--- config.mk ---
export PLATFORM = sky130hd
export DESIGN_NAME = bpq_cell
export DESIGN_NICKNAME = d
export VERILOG_FILES = /design/src/hw/rtl/bpq_pkg.sv /design/src/hw/rtl/bpq_cell.sv
export SDC_FILE = /design/constraint.sdc
export NUM_CORES = 1
export LEC_CHECK = 0
export BUFFER_PORTS_ARGS = -buffer_cell sky130_fd_sc_hd__buf_2
export CAP_MARGIN = 25
export CORE_ASPECT_RATIO = 1.25
export CORE_MARGIN = 10
export CORE_UTILIZATION = 41
export CTS_CLUSTER_DIAMETER = 100
export CTS_CLUSTER_SIZE = 24
export DETAILED_ROUTE_END_ITERATION = 7
export GPL_ROUTABILITY_DRIVEN = 1
export PLACE_DENSITY_LB_ADDON = 0.05
export SLEW_MARGIN = 20
export SYNTH_ARGS = -nofsm -noshare
export SYNTH_HDL_FRONTEND = slang
export SYNTH_SLANG_ARGS = --single-unit
--- constraint.sdc ---
create_clock -name clk -period 2.15 [get_ports clk]
set_input_delay 0.215 -clock clk [delete_from_list [all_inputs] [get_ports clk]]
set_output_delay 0.215 -clock clk [all_outputs]
set_load 0.005 [all_outputs]
--- src/hw/rtl/bpq_pkg.sv ---
package bpq_pkg;

    localparam int PRIO_W         = 4;
    localparam int ELEM_PORT_W    = 32;
    localparam int SIZE_W         = 9;
    localparam int LEVELS         = 16;
    localparam int CAPACITY_DEF   = 256;
    localparam int ELEM_WIDTH_DEF = 32;
    localparam logic [PRIO_W-1:0] MAX_LEVEL_RST = 4'd15;

    typedef enum logic [1:0] {
        OP_QUERY = 2'd0,
        OP_ENQ   = 2'd1,
        OP_DEQ   = 2'd2
    } op_t;

    typedef enum logic [1:0] {
        ST_OK        = 2'd0,
        ST_FULL      = 2'd1,
        ST_EMPTY     = 2'd2,
        ST_PRIO_HIGH = 2'd3
    } status_t;

    // broadcast to every cell of the row
    typedef struct packed {
        logic              enq;
        logic              deq;
        logic [PRIO_W-1:0] prio;
    } cell_ctrl_t;

endpackage

--- src/hw/rtl/bpq_cell.sv ---
module bpq_cell #(
    parameter int ELEM_W = bpq_pkg::ELEM_WIDTH_DEF
) (
    input  logic                       clk,
    input  logic                       rst_n,
    input  bpq_pkg::cell_ctrl_t        ctrl,
    input  logic [ELEM_W-1:0]          new_elem,
    input  logic                       prev_valid,
    input  logic [bpq_pkg::PRIO_W-1:0] prev_prio,
    input  logic [ELEM_W-1:0]          prev_elem,
    input  logic                       next_valid,
    input  logic [bpq_pkg::PRIO_W-1:0] next_prio,
    input  logic [ELEM_W-1:0]          next_elem,
    output logic                       valid,
    output logic [bpq_pkg::PRIO_W-1:0] prio,
    output logic [ELEM_W-1:0]          elem
);

    logic                       valid_reg;
    logic                       valid_next;
    logic [bpq_pkg::PRIO_W-1:0] prio_reg;
    logic [bpq_pkg::PRIO_W-1:0] prio_next;
    logic [ELEM_W-1:0]          elem_reg;
    logic [ELEM_W-1:0]          elem_next;
    logic                       behind_new;
    logic                       prev_ahead;

    // the new item goes in front of strictly lower-urgency entries only,
    // so equal levels keep arrival order
    assign behind_new = !valid_reg || (prio_reg > ctrl.prio);
    assign prev_ahead = prev_valid && (prev_prio <= ctrl.prio);

    always_comb
    begin
        valid_next = valid_reg;
        prio_next  = prio_reg;
        elem_next  = elem_reg;
        if (ctrl.deq)
        begin
            valid_next = next_valid;
            prio_next  = next_prio;
            elem_next  = next_elem;
        end
        else if (ctrl.enq && behind_new)
        begin
            if (prev_ahead)
            begin
                valid_next = 1'b1;
                prio_next  = ctrl.prio;
                elem_next  = new_elem;
            end
            else
            begin
                valid_next = prev_valid;
                prio_next  = prev_prio;
                elem_next  = prev_elem;
            end
        end
    end

    always_ff @(posedge clk or negedge rst_n)
    begin
        if (!rst_n)
        begin
            valid_reg <= 1'b0;
        end
        else
        begin
            valid_reg <= valid_next;
        end
    end

    always_ff @(posedge clk)
    begin
        prio_reg <= prio_next;
        elem_reg <= elem_next;
    end

    assign valid = valid_reg;
    assign prio  = prio_reg;
    assign elem  = elem_reg;

endmodule

# After elaboration in Yosys (flattened, before gate mapping)
# Index checks and enable logic that the tools add are counted.
[classes] reduce_logical=5 magnitude_cmp=2 mux=9
[ops] cell="two-way mux 32 bit" n=3
[ops] cell="two-way mux 4 bit" n=3
[ops] cell="> comparator 4 bit" n=1
[ops] cell="<= comparator 4 bit" n=1
[ops] cell="two-way mux 1 bit" n=3
[ops] cell="logical AND 1 bit" n=2
[ops] cell="nonzero test 2 bit" n=1
[ops] cell="logical NOT 1 bit" n=1
[ops] cell="logical OR 1 bit" n=1
[totals] output_inout_bits=37 regBits=37 in_bits=114 elab_cells=19

# Depth between registers and ports, before layout
[logic_depth] word_depth=5 depth_mapped=8 mapped_depth_nobuf=6

# Worst setup path after synthesis
# No wires, ideal clock.
[synth_timing] path_type="flip-flop to flip-flop" from="register prio_reg (netlist bit prio[3])" to="register elem_reg[0], in the netlist elem[0] (enable)" path_slack_ns=-0.147 path_stages_with_launch=5 setup_ns=0.396 n_path_buf=0 required_time_ns=1.754 arrival_ns=1.901 synth_period_minus_slack_ns=2.297 cell_sequence="edfxtp_1 > ha_1 > o21ai_0 > o21ai_0 > a31o_1"
[synth_between] elab_chain_cells=4
[synth_rtl] element="start: declaration" line_no="bpq_cell.sv:21" text="logic [bpq_pkg::PRIO_W-1:0] prio_reg;"
[synth_rtl] element="start signal: assignment" line_no="bpq_cell.sv:75" text="prio_reg <= prio_next;"
[synth_rtl] element="> comparator 4 bit" line_no="bpq_cell.sv:30" text="assign behind_new = !valid_reg || (prio_reg > ctrl.prio);"
[synth_rtl] element="logical OR 1 bit" line_no="bpq_cell.sv:30"
[synth_rtl] element="logical AND 1 bit" line_no="bpq_cell.sv:44" text="else if (ctrl.enq && behind_new)"
[synth_rtl] element="nonzero test 2 bit (no source line)"
[synth_rtl] element="end signal: assignment" line_no="bpq_cell.sv:76" text="elem_reg <= elem_next;"
[synth_rtl] element="end: declaration" line_no="bpq_cell.sv:23" text="logic [ELEM_W-1:0] elem_reg;"
# Every way passes these cells.
# A chain may end at the register's enable or synchronous reset.

# Worst setup path after layout
[layout_timing] from="register prio_reg (netlist bit prio[3])" to="register elem_reg[22], in the netlist elem[22] (enable)"
# Same word-level chain as after synthesis.

==> summary.txt <==
Setup path
  • CP Max Fanout: 22
  • CP Launch Type: flop
  • Crit path kind: flop to flop
  • CP Capture Type: flop
  • Req. time, crit path: 2.16 ns
  • Critical Path AT: 1.94 ns

Clock tree
  • Post-CTS Setup Bufs: 0
  • Clock Path Buffers: 2
  • Hold buffers post-CTS: 1
  • Worst skew pair latency: 0.29 ns
  • CTS-repair resized insts: 0
  • Root buf cell: clkbuf_8
  • H-Tree Depth: 2
  • CTS Sinks: 37
  • Total CTS buffers: 5
  • CTS tree: done
  • Worst-path clk slew: 0.08 ns

Logic synthesis
  • Most numerous cell in the Yosys netlist: nand3_1
  • Area contributors post-synth: edfxtp_1 (39%), nand3_1 (13%), o2111ai_1 (11%)
  • Seq cells post-synth: 37
  • Syn Std Cell Area: 2770 sq um
  • EDFF count, synth: 36
  • Register area share after synthesis: 39.9%
  • Synth top cells by count: nand3_1 (73), a22oi_1 (36), edfxtp_1 (36), o2111ai_1 (36), nor2b_1 (26)
  • Syn Inst Count: between 200 and 300
  • Share of the synthesized area in the top cell type: between 30% and 40%
  • Syn nets: just over 400
  • Post-synth ARST share: 2.70%
  • Synth warn: 0
  • Ys flop type: edfxtp_1
  • Post-synthesis cell type count: 31
  • Avg Synthesized Cell Area: approximately 9.7 sq um
  • Synth area leader: edfxtp_1

Detailed routing
  • ANT nets after route: 0
  • First DRT Iteration DRCs: approximately 170
  • Vias per cell: 5.59
  • Drt first pass iters: 4
  • Drt total wl: about 9700 microns
  • Residual DRC: 0
  • DR WL/cell: roughly 19 microns
  • Via count of the routed design: 2877

Final layout
  • Share of cells above drive strength 1: a little over two fifths
  • # fillers: between 600 and 700
  • Area grow syn2layout: 32.9%
  • Max reg flops: 32
  • # diodes: 0
  • Nets: between 500 and 600

Placed design
  • Port bufs: 150
  • Placed wire-length estimate: roughly 7300 microns
  • Pre-CTS WS: between 0.2 and 0.25 ns
  • Gpl congestion: about 0.76

Die
  • Core box area: 6570 sq um
  • I/O pins: 151
  • Die ar.: 10500 sq um
  • Die Width: approximately 94 microns
  • Row count: 33
  • Starting density of the core: 42.2%
  • Die height: 112 microns

Power
  • Sw frac: a little under a third
  • Power share of the clock group: about a quarter
  • Pint: between 0.001 and 0.0015 W
  • Comb power frac: a little under a third
  • Sequential power share: a little under half
  • PwrDens: roughly 560 nW/um^2
  • Max VDD drop: around 300 uV
  • Static Leakage: between 1.5 and 2 nW
  • P_sw: 0.000621 W

Global routing
  • Global-route wire length before repair: about 15000 microns
  • Tot GR Track Use: ~18%
  • Vias in the first global route: roughly 3100
  • Initial antenna violation count: 1
  • Grt ovf: 0
  • Largest net degree at the start of global routing: 30

Job
  • Max Cap Viol: 0

Timing
  • Max Freq: 0.520 GHz
  • Setup ws final: 0.226 ns
  • Worst Skew: 0.00837 ns
  • RSZ-0062 raised after global routing: no
  • Final max-slew violation count: 0
  • Final setup vio count: 0
  • Hold Fails Final Rpt: 0
  • Period utilisation layout: between 80% and 90%
  • Fin Setup TNS: 0 ns
  • Min Tclk post-route: 1.92 ns
  • Tightest Pin Transition: ~0.43 ns
  • Slew headroom: between 70% and 80%

Hold path
  • Worst hold path type: primary input to flop

Outcome
  • Status: complete, no violations
[placed cells by master, fill, tap and decap left out, drive strengths merged, types with 2 or more instances in the layout]
master	instances
nor2	4
o2111ai	36
edfxtp	36
a22oi	36
buf	168
clkbuf	6
nor2b	27
nand3	73
o21ai	2
and2b	9
ha	8
inv	7
clkinv	2
[metrics by stage]
stage | total power [W] | area, sq um | instances | util, % | hold slack, ns
4_1_cts | 0.00209 | 3680 | 515 | 56.1 | 0.178
2_1_floorplan | 0.00131 | 2770 | 285 | - | -0.0806
3_5_place_dp | 0.00159 | 3590 | 506 | 54.7 | -0.00850
3_3_place_gp | 0.00159 | 3590 | 506 | 54.7 | -0.00966
6_report | 0.00205 | 3680 | 515 | 56.1 | 0.190
5_1_grt | 0.00220 | 3680 | 515 | 56.1 | 0.216
[power groups by stage]
stage               logic, W  clock network, W  registers, W
finish              0.000626          0.000479      0.000946
global route        0.000700          0.000542      0.000954
CTS                 0.000637          0.000501      0.000948
detailed placement  0.000633                 0      0.000961
global placement    0.000631                 0      0.000961
floorplan           0.000334                 0      0.000974
[critical path, cell delays in order, from the launching register on]
cell and delay [ns]:
edfxtp_1 0.41, ha_1 0.31, a221oi_1 0.29, o21ai_0 0.14, a31o_2 0.27, buf_4 0.23
[per-layer routing]
layer / share of wire (%) / vias up / global-route usage, %
met2: 52 / 132 / 30.6
met4: 1.2 / 0 / 4.16
met3: 8.8 / 8 / 5.38
met1: 38 / 1313 / 20.6
met5: 0 / - / 0
li1: - / 1424 / -
[final cells by class]
type | count | area, sq um | area share (%)
multi-input combinational | 207 | 1440 | 39.0
sequential | 37 | 1110 | 30.0
timing repair buffer | 169 | 921 | 25.0
tap | 87 | 109 | 2.96
clock buffer | 6 | 72.6 | 1.97
inverter | 7 | 26.3 | 0.714
clock inverter | 2 | 10.0 | 0.272
[final timing paths]
kind	to	slack (ns)	from	cells past startpoint
worst max-delay path	elem[22]	0.23	prio[3]	5
worst min-delay path	valid	0.19	next_valid	3
worst max register to register	elem[22]	0.23	prio[3]	5
worst min register to register	valid	0.68	valid	2
max in group asynchronous	valid	1.84	rst_n	2
min in group asynchronous	valid	0.23	rst_n	2
[logic make-up after synthesis]
group,count (synthesis),synth area share (%)
AO/OA/AOI/OAI,80,24.1
adder cells (fa/ha/maj),8,3.61
buffers and inverters,41,8.31
flip-flops,37,39.9
multiplexers,1,0.361
AND/OR/NAND/NOR,118,23.7
Power figures use the tool's default switching activity.
